[src/hw/rtl/isk5_pkg.sv]
// Package for the five-vertex independent set search block.
// Holds the request and response word types and fixed field widths.
// No dependencies.
`default_nettype none

package isk5_pkg;

   localparam int EDGES_LOW_W  = 64;
   localparam int EDGES_HIGH_W = 14;
   localparam int EDGE_BITS    = EDGES_LOW_W + EDGES_HIGH_W;
   localparam int MASK_W       = 13;

   typedef struct packed {
      logic [EDGES_LOW_W-1:0]  edges_low;
      logic [EDGES_HIGH_W-1:0] edges_high;
   } isk5_req_type;

   typedef struct packed {
      logic              found;
      logic [MASK_W-1:0] set_mask;
   } isk5_rsp_type;

endpackage

`default_nettype wire

[src/hw/rtl/independent_set_search_k5.sv]
// Top level of the independent set search: adjacency build, search sequencer, step unit.
// Depends on isk5_pkg for the request and response word types.
//
// Takes one graph word when start is high and busy is low, then searches depth first for
// the lexicographically first independent set of SET_SIZE vertices. The adjacency rows load
// at the edge that takes the graph; after that a single step unit runs the search, where a
// step either picks the lowest remaining candidate at the current depth or backs up one
// level, ending with no set found when depth zero has too few candidates. Busy stays high
// while the steps run, and the result word follows in the cycle after the last step. The
// result word appears on rsp_word with rsp_strobe high for exactly one cycle; the receiver
// cannot stall it, and a new graph may be started in that same cycle.
`default_nettype none

module independent_set_search_k5 #(
   parameter int VERTICES = 13,
   parameter int SET_SIZE = 5
) (
   input  wire logic                   clock,
   input  wire logic                   reset,
   input  wire logic                   start,
   output logic                        busy,
   input  wire isk5_pkg::isk5_req_type req_word,
   output logic                        rsp_strobe,
   output isk5_pkg::isk5_rsp_type      rsp_word
);
   import isk5_pkg::*;

   localparam int DEPTH_W = (SET_SIZE > 1) ? $clog2(SET_SIZE) : 1;
   localparam int CNT_W   = $clog2(VERTICES + 1);
   localparam int SUM_W   = $clog2(VERTICES + SET_SIZE + 1);

   typedef logic [VERTICES-1:0] row_type;
   typedef enum logic [0:0] {ST_IDLE, ST_SEARCH} state_type;

   state_type           state_ff;
   logic [DEPTH_W-1:0]  depth_ff;
   logic [DEPTH_W-1:0]  depth_in;
   row_type             adj_ff  [VERTICES];
   row_type             cand_ff [SET_SIZE];
   row_type             base_ff [SET_SIZE];
   logic                rsp_strobe_ff;
   isk5_rsp_type        rsp_word_ff;

   logic [EDGE_BITS-1:0] edge_vec;
   row_type              adj_build [VERTICES];
   row_type              cand_cur;
   row_type              base_cur;
   row_type              pick;
   row_type              rest;
   row_type              pick_row;
   logic [CNT_W-1:0]     cand_cnt;
   logic                 viable;
   logic                 last_level;

   function automatic logic [CNT_W-1:0] count_ones(input row_type x);
      logic [CNT_W-1:0] n;
      n = '0;
      for (int k = 0; k < VERTICES; k++) begin
         n = n + CNT_W'(x[k]);
      end
      return n;
   endfunction

   assign edge_vec = {req_word.edges_high, req_word.edges_low};

   always_comb begin
      for (int v = 0; v < VERTICES; v++) begin
         adj_build[v] = '0;
      end
      for (int j = 1; j < VERTICES; j++) begin
         for (int i = 0; i < j; i++) begin
            if (edge_vec[j * (j - 1) / 2 + i]) begin
               adj_build[i][j] = 1'b1;
               adj_build[j][i] = 1'b1;
            end
         end
      end
   end

   always_comb begin
      cand_cur   = cand_ff[depth_ff];
      base_cur   = base_ff[depth_ff];
      cand_cnt   = count_ones(cand_cur);
      viable     = (SUM_W'(cand_cnt) + SUM_W'(depth_ff)) >= SUM_W'(SET_SIZE);
      pick       = cand_cur & (~cand_cur + row_type'(1));
      rest       = cand_cur & ~pick;
      last_level = depth_ff == DEPTH_W'(SET_SIZE - 1);
      depth_in   = depth_ff + DEPTH_W'(1);
      pick_row   = '0;
      for (int v = 0; v < VERTICES; v++) begin
         if (pick[v]) begin
            pick_row = pick_row | adj_ff[v];
         end
      end
   end

   always_ff @(posedge clock) begin
      if (reset) begin
         state_ff      <= ST_IDLE;
         rsp_strobe_ff <= 1'b0;
      end else begin
         case (state_ff)
            ST_IDLE: begin
               rsp_strobe_ff <= 1'b0;
               if (start) begin
                  adj_ff     <= adj_build;
                  cand_ff[0] <= '1;
                  base_ff[0] <= '0;
                  depth_ff   <= '0;
                  state_ff   <= ST_SEARCH;
               end
            end
            ST_SEARCH: begin
               if (viable) begin
                  cand_ff[depth_ff] <= rest;
                  if (last_level) begin
                     rsp_strobe_ff        <= 1'b1;
                     rsp_word_ff.found    <= 1'b1;
                     rsp_word_ff.set_mask <= MASK_W'(base_cur | pick);
                     state_ff             <= ST_IDLE;
                  end else begin
                     rsp_strobe_ff     <= 1'b0;
                     cand_ff[depth_in] <= rest & ~pick_row;
                     base_ff[depth_in] <= base_cur | pick;
                     depth_ff          <= depth_in;
                  end
               end else if (depth_ff == '0) begin
                  rsp_strobe_ff        <= 1'b1;
                  rsp_word_ff.found    <= 1'b0;
                  rsp_word_ff.set_mask <= '0;
                  state_ff             <= ST_IDLE;
               end else begin
                  rsp_strobe_ff <= 1'b0;
                  depth_ff      <= depth_ff - DEPTH_W'(1);
               end
            end
            default: begin
               rsp_strobe_ff <= 1'b0;
               state_ff      <= ST_IDLE;
            end
         endcase
      end
   end

   assign busy       = state_ff != ST_IDLE;
   assign rsp_strobe = rsp_strobe_ff;
   assign rsp_word   = rsp_word_ff;

   a_strobe_single: assert property (@(posedge clock) disable iff (reset)
      rsp_strobe |=> !rsp_strobe)
      else $error("result strobe held for more than one cycle");

   a_miss_mask_zero: assert property (@(posedge clock) disable iff (reset)
      rsp_strobe && !rsp_word.found |-> rsp_word.set_mask == '0)
      else $error("nonzero mask with no set found");

   a_hit_size: assert property (@(posedge clock) disable iff (reset)
      rsp_strobe && rsp_word.found |-> $countones(rsp_word.set_mask) == SET_SIZE)
      else $error("found set has wrong size");

   a_start_busy: assert property (@(posedge clock) disable iff (reset)
      start && !busy |=> busy && !rsp_strobe)
      else $error("accepted graph did not start a search");

   a_depth_range: assert property (@(posedge clock) disable iff (reset)
      state_ff == ST_SEARCH |-> depth_ff < DEPTH_W'(SET_SIZE))
      else $error("search depth out of range");

endmodule

`default_nettype wire
[config.mk]
export PLATFORM = sky130hd
export DESIGN_NAME = independent_set_search_k5
export DESIGN_NICKNAME = d
export VERILOG_FILES = /design/src/hw/rtl/isk5_pkg.sv /design/src/hw/rtl/independent_set_search_k5.sv
export SDC_FILE = /design/constraint.sdc
export NUM_CORES = 1
export LEC_CHECK = 0
export BUFFER_PORTS_ARGS = -buffer_cell sky130_fd_sc_hd__clkbuf_2
export CORE_UTILIZATION = 55
export CTS_CLUSTER_DIAMETER = 200
export CTS_CLUSTER_SIZE = 8
export DETAILED_ROUTE_END_ITERATION = 6
export PLACE_DENSITY = 0.75
export SYNTH_ARGS = -nofsm -noshare
export SYNTH_HDL_FRONTEND = slang
export SYNTH_SLANG_ARGS = --single-unit
[constraint.sdc]
create_clock -name clock -period 11.8 [get_ports clock]
set_clock_uncertainty 0.15 [all_clocks]
set_input_delay 0.59 -clock clock [delete_from_list [all_inputs] [get_ports clock]]
set_output_delay 0.59 -clock clock [all_outputs]
set_load 0.01 [all_outputs]
After elaboration in Yosys (flattened, before gate mapping):

Memory sizes are Yosys's and may differ from the RTL's. A register that Yosys moved wholly into a read port is not among the register bits.
Index checks and enable logic that the tools add are counted.

* bits of input ports: 81
* flip-flop bits (word level): 175
* memories kept: 2
* memory bits (writable): 130
* logic and storage cells: 197

Memories
* base_ff: depth 5, bits a word 13, read ports 1, clocked after Yosys merged registers in 1, write ports 1, RTL line independent_set_search_k5.sv:40 `row_type base_ff [SET_SIZE];`
* cand_ff: depth 5, bits a word 13, read ports 1, clocked after Yosys merged registers in 1, write ports 2, RTL line independent_set_search_k5.sv:39 `row_type cand_ff [SET_SIZE];`

* reductions and logical operators: 7
* mux-type cells: 127
* equal/unequal tests: 5
* magnitude comparators: 1
* add/sub/neg operators: 16
* bitwise operators: 21

Operators with widths (number)
* $mux W13: 15
* $or A13 B13 Y13: 12
* $mux W1: 98
* $mux W14: 3
* $and A13 B13 Y13: 3
* $not A13 Y13: 3
* $add A4 B1 Y4: 9
* $reduce_or A13 Y1: 2
* $mux W3: 8
* $add A13 B1 Y13 const B: 1
* $or A13 B12 Y13: 1
* $reduce_and A4 Y1: 2
* $ne A3 B3 Y1 const B: 2
* $pmux W3 S2: 1
* $add A4 B3 Y5: 1
* $ge A5 B3 Y1 const B: 1
* $add A3 B1 Y4: 1
* $pmux W1 S2: 2
* $add A2 B1 Y3: 1
* $add A3 B1 Y3 const B: 1
* $eq A3 B3 Y1 const B: 1
* $logic_not A3 Y1: 1
* $reduce_and A3 Y1: 1
* $sub A3 B1 Y3 const B: 1
* other kinds (5): 6

Depth between registers and ports, before layout:

Gate-level depths: netlist (run 1).

* depth in word-level cells: 30
* depth in mapped cells: 27
* depth with buffers taken out: 22

Worst setup path after synthesis (run 1):

OpenSTA, ideal clock, no wires.

* path kind: input to register
* from: input port reset
* to: memory base_ff[0][0] in the netlist's numbering, enable pin
* arrival time: 7.226 ns
* slack: 4.090 ns
* stages: 2
* buffers on the path: 0
* path through: nor3b_1 or2_2

* longest elaborated chain between the ends: 4

Ends and longest elaborated chain
* start, declared: RTL line independent_set_search_k5.sv:19 `input wire logic reset,`
* $mux W1: RTL line independent_set_search_k5.sv:98 `if (reset) begin`
* $mux W1 (implied by the code): RTL line independent_set_search_k5.sv:124 `base_ff[depth_in] <= base_cur | pick;`
* $reduce_or A13 Y1 (no line)
* $mux W3 (no line) or $mux W1 (tied branches)
* end, declared: RTL line independent_set_search_k5.sv:40

Several ways; a longest one is shown, not always the timed one.

==> results of run 1 <==
-- path summary, 6_finish.rpt --
check,to,slack [ns],cells past startpoint
worst max-delay path,cand_ff[1][12],3.15,25
worst max register to register,cand_ff[1][12],3.15,25
worst min register to register,rsp_strobe,0.47,1
worst min-delay path,adj_ff[130],0.12,1
-- layer usage --
metal	GRT usage, %	up-vias
li1	-	2972
met1	34.9	3266
met2	43.5	412
met3	6.35	68
met4	11.3	0
met5	0	-
-- cells in the final DEF, fill, tap and decap left out, types with 9 or more instances in the layout --
cell type	n
sky130_fd_sc_hd__clkbuf_16	37
sky130_fd_sc_hd__mux2i_1	27
sky130_fd_sc_hd__nor2_1	43
sky130_fd_sc_hd__buf_4	12
sky130_fd_sc_hd__mux4_2	16
sky130_fd_sc_hd__ha_1	11
sky130_fd_sc_hd__nand2_1	43
sky130_fd_sc_hd__nand2b_1	9
sky130_fd_sc_hd__and2_1	10
sky130_fd_sc_hd__fa_1	10
sky130_fd_sc_hd__edfxtp_1	225
sky130_fd_sc_hd__a21oi_1	34
sky130_fd_sc_hd__inv_1	42
sky130_fd_sc_hd__nor2b_1	9
sky130_fd_sc_hd__o21ai_0	54
sky130_fd_sc_hd__clkbuf_2	96
-- per-stage QoR --
step | instances | instance area (sq um) | worst slack, ns
3_5_place_dp | 1022 | 11000 | 3.23
3_3_place_gp | 1022 | 11000 | 3.56
6_report | 1066 | 12000 | 3.15
4_1_cts | 1066 | 12000 | 3.20
5_1_grt | 1066 | 12000 | 2.64
2_1_floorplan | 720 | 10300 | 4.09
-- area by class of cell --
cell class | instances | area [sq um] | area share (%)
flip-flops and latches | 230 | 6860 | 57.2
multi-input cells | 411 | 3150 | 26.3
clock buffers | 43 | 948 | 7.91
repair buffers | 108 | 571 | 4.76
well taps | 229 | 287 | 2.39
inverters | 44 | 165 | 1.38
clock inverters | 1 | 3.75 | 0.0313
-- logic make-up (layout without fill, tap and decap cells) --
kind of cell	count (synthesis)	count (layout)
AO/OA/AOI/OAI	171	171
XOR/XNOR	4	4
adder cells (fa/ha/maj)	21	21
buffers and inverters	79	196
flip-flops	230	230
multiplexers	51	51
AND/OR/NAND/NOR	164	164
-- registers in the layout, summed over array words and instances, names as in the netlist, named ones only --
signal and flops:
rsp_word 14, cand_ff 65, busy 1, base_ff 65
rsp_strobe 1, depth_ff 3, adj_ff 78
-- synthesized netlist by cell type, drive strengths merged (6+ instances only) --
cell type  instances
a211oi             6
a21oi             35
a221oi             7
a31oi              8
and2              10
and3               7
buf               11
clkbuf            24
edfxtp           225
fa                10
ha                11
inv               43
mux2               8
mux2i             27
mux4              16
nand2             43
nand2b             9
nand3              9
nand4              6
nor2              43
nor2b              9
nor3               6
o211ai             9
o21ai             54
==> results list, run 1 <==
- Outcome: finished, violations left
- The final reports fail on design-rule violations.
* Number of inserted diodes: 0
- Commonest register cell after synthesis: sky130_fd_sc_hd__edfxtp_1
- Setup repair after global routing missed its margin: no
- Count of vias placed by the detailed router: about 6700
* Share of final-layout standard cells stronger than drive strength 1: ~22%
- The synthesized netlist devotes under 10% of its cell area to simple gates.
* Number of antenna violations at the first check in global routing: 0
- Slowest-stage cell, CP: sky130_fd_sc_hd__inv_1
* Crit path capture type: flip-flop
- GRT Residual Overflow: 0
- After synthesis, the largest family of logic cells by area is compound AO/OA/AOI/OAI gates.
- Max-cap violations in this run came to 0.
* Detailed-route vias per instance: roughly 6.3
- After detailed routing, the met3 layer carries ~2400 um of wire.
- Growth of design area from synthesis to finish: 16.8%
- After Yosys synthesis, full adders, half adders and majority gates account for under 10% of the synthesized area.
* Fraction of post-synthesis cell area in the top cell type by area: between 60% and 70%
* Number of enable-type register cells in the synthesized netlist: 225
- The synthesized netlist devotes 0.341% of its cell area to XOR and XNOR gates.
- Share of synthesized registers carrying an async set or reset: 0%
- Via count of the first global-routing pass: around 7000
- In this run the most critical hold path is launched from req_word[15].
- Buffers & Inverters on Critical Path: 9
* Area of the mapped netlist: 0.0103 sq mm
- Fraction of the yosys area taken by sequential cells: approximately 67%
- Synthesis inferred 230 register bits.
- Fin nets: 931
* Count of unique library cells instantiated by Yosys: 69
* Slowest stage delay, CP: roughly 0.86 ns
- Headroom to the max-slew limit came out at approximately a fifth.
- The final-report max-slew violation count was 0.
- Syn_nets: 822
- Area inside the core boundary: 0.0181 sq mm
- Max Clk Rate: ~0.12 GHz
- Post-CTS timing repair inserted 0 buffers for setup.
- Data on the critical path is required at its endpoint by ~12 ns.
* Cell type contributing the most total cell area after synthesis: sky130_fd_sc_hd__edfxtp_1
- Of the available clock period, the critical path in the final layout requires roughly three quarters.
* Min cycle time layout: 8.65 ns
- The clock reaches the later pin of the worst-skew pair after roughly 0.51 ns.
- Number of gates resized after CTS: 0
- Die Area: approximately 0.019 sq mm
- Setup violations remaining at the end of the flow were counted as 0.
* Total wirelength of the detailed-routed design: 25100 um
- Global routing consumed, over all layers together, 26.8% of the routing resources.
* Cell row count: a little under 50
* Post-Synthesis Mean Instance Area: ~14 sq um
- Layout fillers: 1282
- CTS built an H-tree with a depth of 2.
- Maximum number of pins on one net before global-route repair: 73
- Count of unresolved DRC violations after routing: 4
- Quantity of hold-fixing buffers added after cts: 0
- Routability-driven placement finished with a final weighted congestion of between 0.8 and 0.9.
* Slew @ Worst Pin: about 1.2 ns
* Wire length on met2: between 10000 and 15000 um
* Top-level I/O count: between 90 and 100
* Met1 wire length: ~10000 um
- The die is 139 um wide.
- In this run the remaining antenna-violating nets after routing total 0.
- Clock tree from TritonCTS: done
* Most numerous cell on the critical path: sky130_fd_sc_hd__inv_1
* CTS root buf: sky130_fd_sc_hd__clkbuf_16
- After technology mapping, the gate count stands at between 700 and 800.
- Largest cells by area after synthesis: sky130_fd_sc_hd__edfxtp_1 66%, sky130_fd_sc_hd__mux4_2 3.5%, sky130_fd_sc_hd__mux2i_1 2.6%
- During synthesis, Yosys emitted a total of 0 warnings.
- Count of clock tree sinks: 230
* Type of the worst setup path: flip-flop to flip-flop
* Share of the core filled with cells: 66.1%
* Data arrival, critical path: ~8.7 ns
- Summing the areas of all compound-gate instances in the mapped netlist gives around 11% of the synthesized area.
* Worst hold margin: 0.117 ns
- First DRT Iteration DRCs: around 700
* Clk buf depth: 3
- Vertical die dimension: about 140 um
* Post-Route Setup TNS: 0 ns
- The pre-antenna-repair detailed-routing pass consisted of 7 iterations.
- Category of the worst setup path launch point: flip-flop
* Number of hold-slack violations in the final timing report: 0
- After synthesis, the share of cell area in mux cells is 7.06%.
- For this configuration, the core starts out at a cell density of between 50% and 60%.
* Global-route wire length before repair: approximately 39000 um
- Detailed placement finished with a half-perimeter wire length of around 17000 um.
* Critical path fanouts, max: 34
- The path class of the tightest hold or removal check is primary input to flip-flop.
* Clock transition time at the flip-flop clock pins of the worst setup and hold paths: 0.05 ns
- In this run the tool buffered the top-level ports with 96 buffer cells.
- After detailed routing, the average wire length per cell comes to around 24 um.
* Worst path top cell family by delay: adder cells
- Highest metal layer used by the detailed router: met4
* Inserted Clock Buffers: 34
Power of run 1 is left out: the tool's default activity adds up to more than one toggle a clock period on the data nets, which glitch-free logic cannot reach.
==> run 2, diff against run 1 <==
--- a/config.mk
+++ b/config.mk
@@ -6,11 +6,11 @@
 export NUM_CORES = 1
 export LEC_CHECK = 0
 export BUFFER_PORTS_ARGS = -buffer_cell sky130_fd_sc_hd__clkbuf_2
-export CORE_UTILIZATION = 55
+export CORE_UTILIZATION = 54
 export CTS_CLUSTER_DIAMETER = 200
 export CTS_CLUSTER_SIZE = 8
 export DETAILED_ROUTE_END_ITERATION = 6
-export PLACE_DENSITY = 0.75
+export PLACE_DENSITY = 0.77
 export SYNTH_ARGS = -nofsm -noshare
 export SYNTH_HDL_FRONTEND = slang
 export SYNTH_SLANG_ARGS = --single-unit
==> constraint.sdc (replaced) <==
create_clock -name clock -period 7 [get_ports clock]
set_clock_uncertainty 0.15 [all_clocks]
set_input_delay 0.35 -clock clock [delete_from_list [all_inputs] [get_ports clock]]
set_output_delay 0.35 -clock clock [all_outputs]
set_load 0.01 [all_outputs]
==> results list, run 2 (synthesis gave the netlist of run 1 again) <==
- The flow ran to the end, and the final reports show no timing, DRC or antenna violations.
- Crit path capture type: flip-flop
* Number of H-tree branching levels: 2
- For the final routed database, the setup TNS stands at 0 ns.
- 0 antenna diodes ended up in the layout.
* Worst path top cell family by delay: adder cells
- Starting Density: a little under three fifths
- Path class of the lowest-slack min-delay path: primary input to flip-flop
* Count of vias placed by the detailed router: 7317
* Category of the worst setup path launch point: flip-flop
* Detailed placer's ending HPWL: approximately 18000 um
* Die Area: 0.0196 sq mm
* Number of hold-slack violations in the final timing report: 0
- The critical path contains buffers and inverters numbering 9 combined.
- Final count of pins violating max slew: 0
* Vertical die dimension: 140 um
* Share of the core filled with cells: a little over two thirds
- Leaving out fill and tap cells, the most frequent cell in the layout is sky130_fd_sc_hd__edfxtp_1.
* Via count of the first global-routing pass: 7759
- In the final routed layout, each cell accounts on average for between 20 and 25 um.
- The first global-routing pass estimated roughly 44000 um of wire.
* Maximum number of pins on one net before global-route repair: 81
- The final layout contains routed wiring with a total length of roughly 29000 um.
- Maximum capacitance violations: 0
- Clock transition time at the flip-flop clock pins of the worst setup and hold paths: approximately 0.060 ns
- First DRT Iteration DRCs: between 700 and 800
- In the routed design, unresolved DRC markers number 0.
- Most numerous cell on the critical path: sky130_fd_sc_hd__inv_1
- The initialized floorplan defines 50 standard-cell rows.
* Area inside the core boundary: between 0.015 and 0.02 sq mm
* Min cycle time layout: approximately 6.6 ns
- The sequential cells in the finished layout cover a total of approximately 0.0069 sq mm.
- Timing would allow up to ~0.15 GHz.
- Dividing the detail-routed via count by the number of cells gives around 6.2.
- Setup repair after global routing left no endpoint under its margin.
* Clk buf depth: 3
- The worst pin sits at a relative slew slack of 30.3%.
* Final worst-path cycle share: approximately 95%
- Inserted Clock Buffers: 34
- Final ANT Viol Nets: 0
* Slew @ Worst Pin: about 1.0 ns
* DP Cell Count: approximately 1100
- CTS root buf: sky130_fd_sc_hd__clkbuf_16
- Die span in x: ~140 um
- In this run the tool buffered the top-level ports with 96 buffer cells.
- TritonCTS built the clock tree.
- For this design, the slowest cell found on the critical path is sky130_fd_sc_hd__fa_1.
- At the later pin of the worst-skew pair, clock insertion delay measures 0.49 ns.
* DR pass1 iterations: 5
- GPL Wtd Cong: approximately 0.97
- Counting the fill cells in the layout gives approximately 1200.
* Count of final setup violators: 0
- Crit-path cells: buf_4, nor2_1, a22oi_1, and2_1, inv_1, fa_1, inv_1, fa_1, fa_1, inv_1, fa_1, inv_1, ha_1, inv_1, fa_1, xor2_1, a21oi_1, a2111oi_4, buf_4, xnor2_1, inv_1, a311oi_1, buf_4, mux2_2
- Number of antenna violations at the first check in global routing: 0
- Req. time, crit path: around 7 ns
- Count of clock tree sinks: between 200 and 250
* Largest regs: adj_ff x78, base_ff x65, cand_ff x65
* GRT Residual Overflow: 0
- Of the cells placed in the final design, the portion with a size suffix greater than 1 is a little under a quarter.
* Register ranked first by flip-flop count: adj_ff
* Multi-input gate area: between 0.003 and 0.004 sq mm
* Top-level I/O count: 97
- Combined global-route utilization of all metal layers: 30.1%
- Data arrival, critical path: 6.84 ns
- Highest-count cells in the layout ignoring fill and taps: 225 x sky130_fd_sc_hd__edfxtp_1, 96 x sky130_fd_sc_hd__clkbuf_2, 78 x sky130_fd_sc_hd__dlygate4sd3_1
- Of all nets on the critical path, the largest fanout is 17.
* Type of the worst setup path: flip-flop to flip-flop
* Flip-flop count of the largest register, all copies and words added: 78
- Growth of design area from synthesis to finish: 26.6%
* Fin nets: 1043
* Slowest stage delay, CP: between 0.5 and 0.6 ns
* Cell Count, Final, Fillers Out: roughly 1200
run 2: changes by cell type in the layout (fill, tap and decap cells not counted), moves of 2 or more:
| cell | delta |
|---|---|
| sky130_fd_sc_hd__buf_4 | +32 |
| sky130_fd_sc_hd__clkbuf_1 | -2 |
| sky130_fd_sc_hd__clkbuf_16 | -2 |
| sky130_fd_sc_hd__dfxtp_1 | -2 |
| sky130_fd_sc_hd__dlygate4sd3_1 | +78 |
| sky130_fd_sc_hd__o31ai_2 | +2 |
| sky130_fd_sc_hd__o31ai_4 | -2 |
run 2: final timing paths:
path                       from     endpoint  slack, ns  depth (start not counted)
setup / recovery      flip-flop    flip-flop       0.38                         24
hold / removal            reset         busy       0.03                          2
setup reg to reg      flip-flop    flip-flop       0.38                         24
hold reg to reg   base_ff[4][3]  rsp_word[3]       0.49                          2
run 2: layer usage:
metal / GRT usage [%] / vias to the layer above / part of all wire (%)
li1: - / 3187 / -
met1: 38.5 / 3580 / 38
met2: 50.2 / 459 / 49
met3: 5.78 / 91 / 9.4
met4: 13.8 / 0 / 3.8
met5: 0 / - / 0
run 2: final cells by class:
type                       count  area share, %
inverter                      44           1.27
multi-input combinational    411           24.3
timing repair buffer         220           12.5
clock buffer                  39           6.85
sequential                   230           52.8
tap                          234           2.25
clock inverter                 2         0.0962
run 2: what timing repair did:
action | 4_1_cts | 5_1_grt
setup endpoints to repair | 0 | 145
hold endpoints to repair | 78 | 0
hold buffers | 78 | 0
resized for setup | 0 | 8
buffers inserted | 0 | 3
run 2: worst reg2reg max path: stages, from the launching register on:
cell	delay, ns
sky130_fd_sc_hd__dfxtp_4	0.47
sky130_fd_sc_hd__buf_4	0.25
sky130_fd_sc_hd__nor2_1	0.12
sky130_fd_sc_hd__a22oi_1	0.24
sky130_fd_sc_hd__and2_1	0.20
sky130_fd_sc_hd__inv_1	0.09
sky130_fd_sc_hd__fa_1	0.54
sky130_fd_sc_hd__inv_1	0.06
sky130_fd_sc_hd__fa_1	0.49
sky130_fd_sc_hd__fa_1	0.49
sky130_fd_sc_hd__inv_1	0.05
sky130_fd_sc_hd__fa_1	0.42
sky130_fd_sc_hd__inv_1	0.07
sky130_fd_sc_hd__ha_1	0.17
sky130_fd_sc_hd__inv_1	0.07
sky130_fd_sc_hd__fa_1	0.48
sky130_fd_sc_hd__xor2_1	0.18
sky130_fd_sc_hd__a21oi_1	0.09
sky130_fd_sc_hd__a2111oi_4	0.35
sky130_fd_sc_hd__buf_4	0.32
sky130_fd_sc_hd__xnor2_1	0.26
sky130_fd_sc_hd__inv_1	0.11
sky130_fd_sc_hd__a311oi_1	0.29
sky130_fd_sc_hd__buf_4	0.20
sky130_fd_sc_hd__mux2_2	0.37
run 2: stage by stage:
| step | setup slack [ns] | area [sq um] | hold WS (ns) |
|---|---|---|---|
| CTS | 0.211 | 13000 | 0.0288 |
| global route | 0.0876 | 13000 | 0.0460 |
| global placement | 0.504 | 11300 | 0.377 |
| finish | 0.377 | 13000 | 0.0314 |
| detailed placement | 0.235 | 11300 | 0.379 |
| floorplan | 0.0643 | 10300 | 0.272 |
Power of run 2 is left out for the same reason.
==> run 3, diff against run 2 <==
--- a/config.mk
+++ b/config.mk
@@ -5,12 +5,15 @@
 export SDC_FILE = /design/constraint.sdc
 export NUM_CORES = 1
 export LEC_CHECK = 0
+export ABC_AREA = 1
 export BUFFER_PORTS_ARGS = -buffer_cell sky130_fd_sc_hd__clkbuf_2
+export CAP_MARGIN = 20
 export CORE_UTILIZATION = 54
+export CTS_BUF_LIST = sky130_fd_sc_hd__clkbuf_16
 export CTS_CLUSTER_DIAMETER = 200
 export CTS_CLUSTER_SIZE = 8
 export DETAILED_ROUTE_END_ITERATION = 6
-export PLACE_DENSITY = 0.77
+export PLACE_DENSITY = 0.76
 export SYNTH_ARGS = -nofsm -noshare
 export SYNTH_HDL_FRONTEND = slang
 export SYNTH_SLANG_ARGS = --single-unit
==> results list, run 3 <==
- Data arrival, critical path: between 6 and 7 ns
- Syn_nets: 1114
- Clock latency on the worst-skew pair, taken at its later pin, is 0.52 ns.
* Sequential cell area: between 0.006 and 0.007 sq mm
- At the worst endpoint, the required time is between 7 and 8 ns.
- Outcome: completed
- Vertical die dimension: between 100 and 150 um
* Multi-input gate area: 0.00332 sq mm
- The library cells used most frequently in the layout, excluding fill and tap cells, are 271 x sky130_fd_sc_hd__nand2_1, 225 x sky130_fd_sc_hd__edfxtp_1, 118 x sky130_fd_sc_hd__inv_1.
- The number of antenna diodes in the final layout is 0.
- Count of vias placed by the detailed router: 8361
* Multiplexer area fraction after synthesis: less than 1%
* Die span in x: 143 um
- In this run, CTS created clock tree buffers numbering 34.
* Cell row count: 51
* Count of final setup violators: 0
- Main combinational cell family by area after synthesis: simple AND/OR/NAND/NOR gates
- Growth of design area from synthesis to finish: 23.3%
* Setup repair after global routing missed its margin: no
- slightly below 100 I/O pins were placed.
- Post-synthesis cell count: 1012
- Counting every sink on the clock net gives 230.
* Maximum number of pins on one net before global-route repair: 79
- Synth Area in Adders: 3.13%
- Slew @ Worst Pin: 0.993 ns
* Most frequently used cell type in the post-synthesis netlist: sky130_fd_sc_hd__nand2_1
- Post-Route Setup TNS: 0 ns
- Crit path capture type: flip-flop
- Count of input and output buffers: 96
* Min cycle time layout: 6.48 ns
- In the final design database the tool counted about 1300 nets.
- Category of the worst setup path launch point: flip-flop
- Detailed placement finished with a half-perimeter wire length of 19000 um.
* CTS root buf: sky130_fd_sc_hd__clkbuf_16
* Path class of the lowest-slack min-delay path: primary input to flip-flop
- Global-route wire length before repair: 46500 um
- The synthesized netlist devotes around a fifth of its cell area to simple gates.
- Number of H-tree branching levels: 2
- TritonCTS built the clock tree.
- Sorting the synthesized cells by how often they occur yields 271 x sky130_fd_sc_hd__nand2_1, 225 x sky130_fd_sc_hd__edfxtp_1, 102 x sky130_fd_sc_hd__nor2_1, 101 x sky130_fd_sc_hd__inv_1, 60 x sky130_fd_sc_hd__o21ai_0.
- Counting flops per register, the top entry is adj_ff.
- Critical path fanouts, max: 27
- In the final layout, the registers with the most flip-flops are adj_ff x78, base_ff x65, cand_ff x65.
- YS warnings: 0
* Most common cell after layout, fill and taps aside: sky130_fd_sc_hd__nand2_1
* Worst slew margin: 33.8%
* Final count of pins violating max slew: 0
- Area inside the core boundary: about 0.02 sq mm
- Routability-driven placement finished with a final weighted congestion of 0.918.
* Most numerous cell on the critical path: sky130_fd_sc_hd__inv_1
* Final worst-path cycle share: 92.6%
* Synth Area in XOR/XNOR: less than 1%
- The synthesized design spends more area on one cell type than any other, namely sky130_fd_sc_hd__edfxtp_1.
- Counting along the longest clock path gives a buffer depth of 3.
- Derived from the worst setup path, the maximum achievable clock frequency is 0.154 GHz.
- Average wire length per cell after detail routing: a little over 20 um
* Number of enable-type register cells in the synthesized netlist: between 200 and 250
* Via count of the first global-routing pass: 8229
- Once the floorplan was initialized, standard cells occupied between 50% and 60% of the core.
- In this run, the number of DRC markers left after iteration 0 of detailed routing was 1116.
* Type of the worst setup path: flip-flop to flip-flop
- Clock transition time at the flip-flop clock pins of the worst setup and hold paths: around 0.050 ns
* Number of hold-slack violations in the final timing report: 0
- Share of final-layout standard cells stronger than drive strength 1: between 15 and 20%
- Detailed-route vias per instance: approximately 5.6
* Maximum capacitance violations: 0
- Slowest-stage cell, CP: sky130_fd_sc_hd__fa_1
* Count of unresolved DRC violations after routing: 0
- Area of the mapped netlist: about 0.011 sq mm
- Of the post-synthesis cell area, the dominant cell type holds between 60% and 70%.
* Flip-flop count of the largest register, all copies and words added: between 70 and 80
* Share of synthesized registers carrying an async set or reset: 0%
- Buffers added to address setup during post-CTS repair amount to 0.
- GRT Residual Overflow: 0
- After synthesis, the netlist uses about 50 different library cells.
* Fraction of the yosys area taken by sequential cells: between 60% and 70%
- The synthesized netlist devotes 5.89% of its cell area to compound gates.
- Combined global-route utilization of all metal layers: 31.0%
- Post-Synthesis Mean Instance Area: 10.7 sq um
- Among all flip-flop cells after synthesis, the most frequent one is sky130_fd_sc_hd__edfxtp_1.
- After detailed routing, the total wire length is just over 30000 um.
* Layout fillers: approximately 1400
* Count of state elements after synthesis: 230
- The number of antenna violations at the first check in global routing is 0.
- For this run, the slowest stage of the critical path takes 0.54 ns.
- Once detail routing completed, the nets flagged for antenna violations numbered 0.
- Before antenna repair, the detailed router went through 6 iterations.
- Die Area: 0.0206 sq mm
* Largest cells by area after synthesis: sky130_fd_sc_hd__edfxtp_1 63%, sky130_fd_sc_hd__nand2_1 9.4%, sky130_fd_sc_hd__nor2_1 3.5%
-- run 3: layout make-up --
class	count	area share, %
repair buffers	194	10.6
well taps	265	2.49
multi-input cells	637	24.9
flip-flops and latches	230	51.5
inverters	111	3.20
clock inverters	22	0.790
clock buffers	34	6.40
-- run 3: metrics by stage --
stage	setup WS [ns]	hold slack (ns)	utilization [%]	cells	area [sq um]
3_5_place_dp	0.411	0.379	59.1	1357	11500
3_3_place_gp	0.595	0.378	59.0	1355	11500
4_1_cts	0.367	0.188	68.0	1491	13300
6_report	0.516	0.196	68.1	1493	13300
5_1_grt	0.0815	0.195	68.1	1493	13300
2_1_floorplan	0.711	0.299	-	1012	10800
-- run 3: critical path: cells and delay by family (launching register included) --
kind | cells | cell delay (ns)
adder cells (fa/ha/maj) | 5 | 2.11
buffers and inverters | 10 | 1.79
AND/OR/NAND/NOR | 8 | 0.90
AO/OA/AOI/OAI | 5 | 0.79
flip-flops | 1 | 0.42
-- run 3: repair_timing --
item | CTS | global route
hold endpoints to repair | 78 | 0
resized for setup | 0 | 2
endpoints found under the setup margin | 0 | 5
hold buffers | 78 | 0
-- run 3: cells by family after synthesis --
family                   count (synthesis)
AND/OR/NAND/NOR                        501
flip-flops                             230
buffers and inverters                  145
AO/OA/AOI/OAI                          112
adder cells (fa/ha/maj)                 21
XOR/XNOR                                 2
multiplexers                             1
-- run 3: layer usage --
layer,track usage (%),routed length (um),part of all wire [%],vias to the layer above
li1,-,-,-,3792
met1,43.1,12400,41,3931
met2,47.3,13700,45,552
met3,6.16,3070,10,86
met4,14.2,1360,4.5,0
met5,0,0,0,-
-- run 3: worst paths after layout --
| kind | startpoint | depth (start not counted) | slack (ns) | end |
|---|---|---|---|---|
| worst max-delay path | flip-flop | 28 | 0.52 | cand_ff[3][3] |
| worst max register to register | flip-flop | 28 | 0.52 | cand_ff[3][3] |
| worst min register to register | base_ff[4][0] | 4 | 0.49 | rsp_word[0] |
| worst min-delay path | reset | 2 | 0.20 | base_ff[0][9] |
Power of run 3 is left out for the same reason.
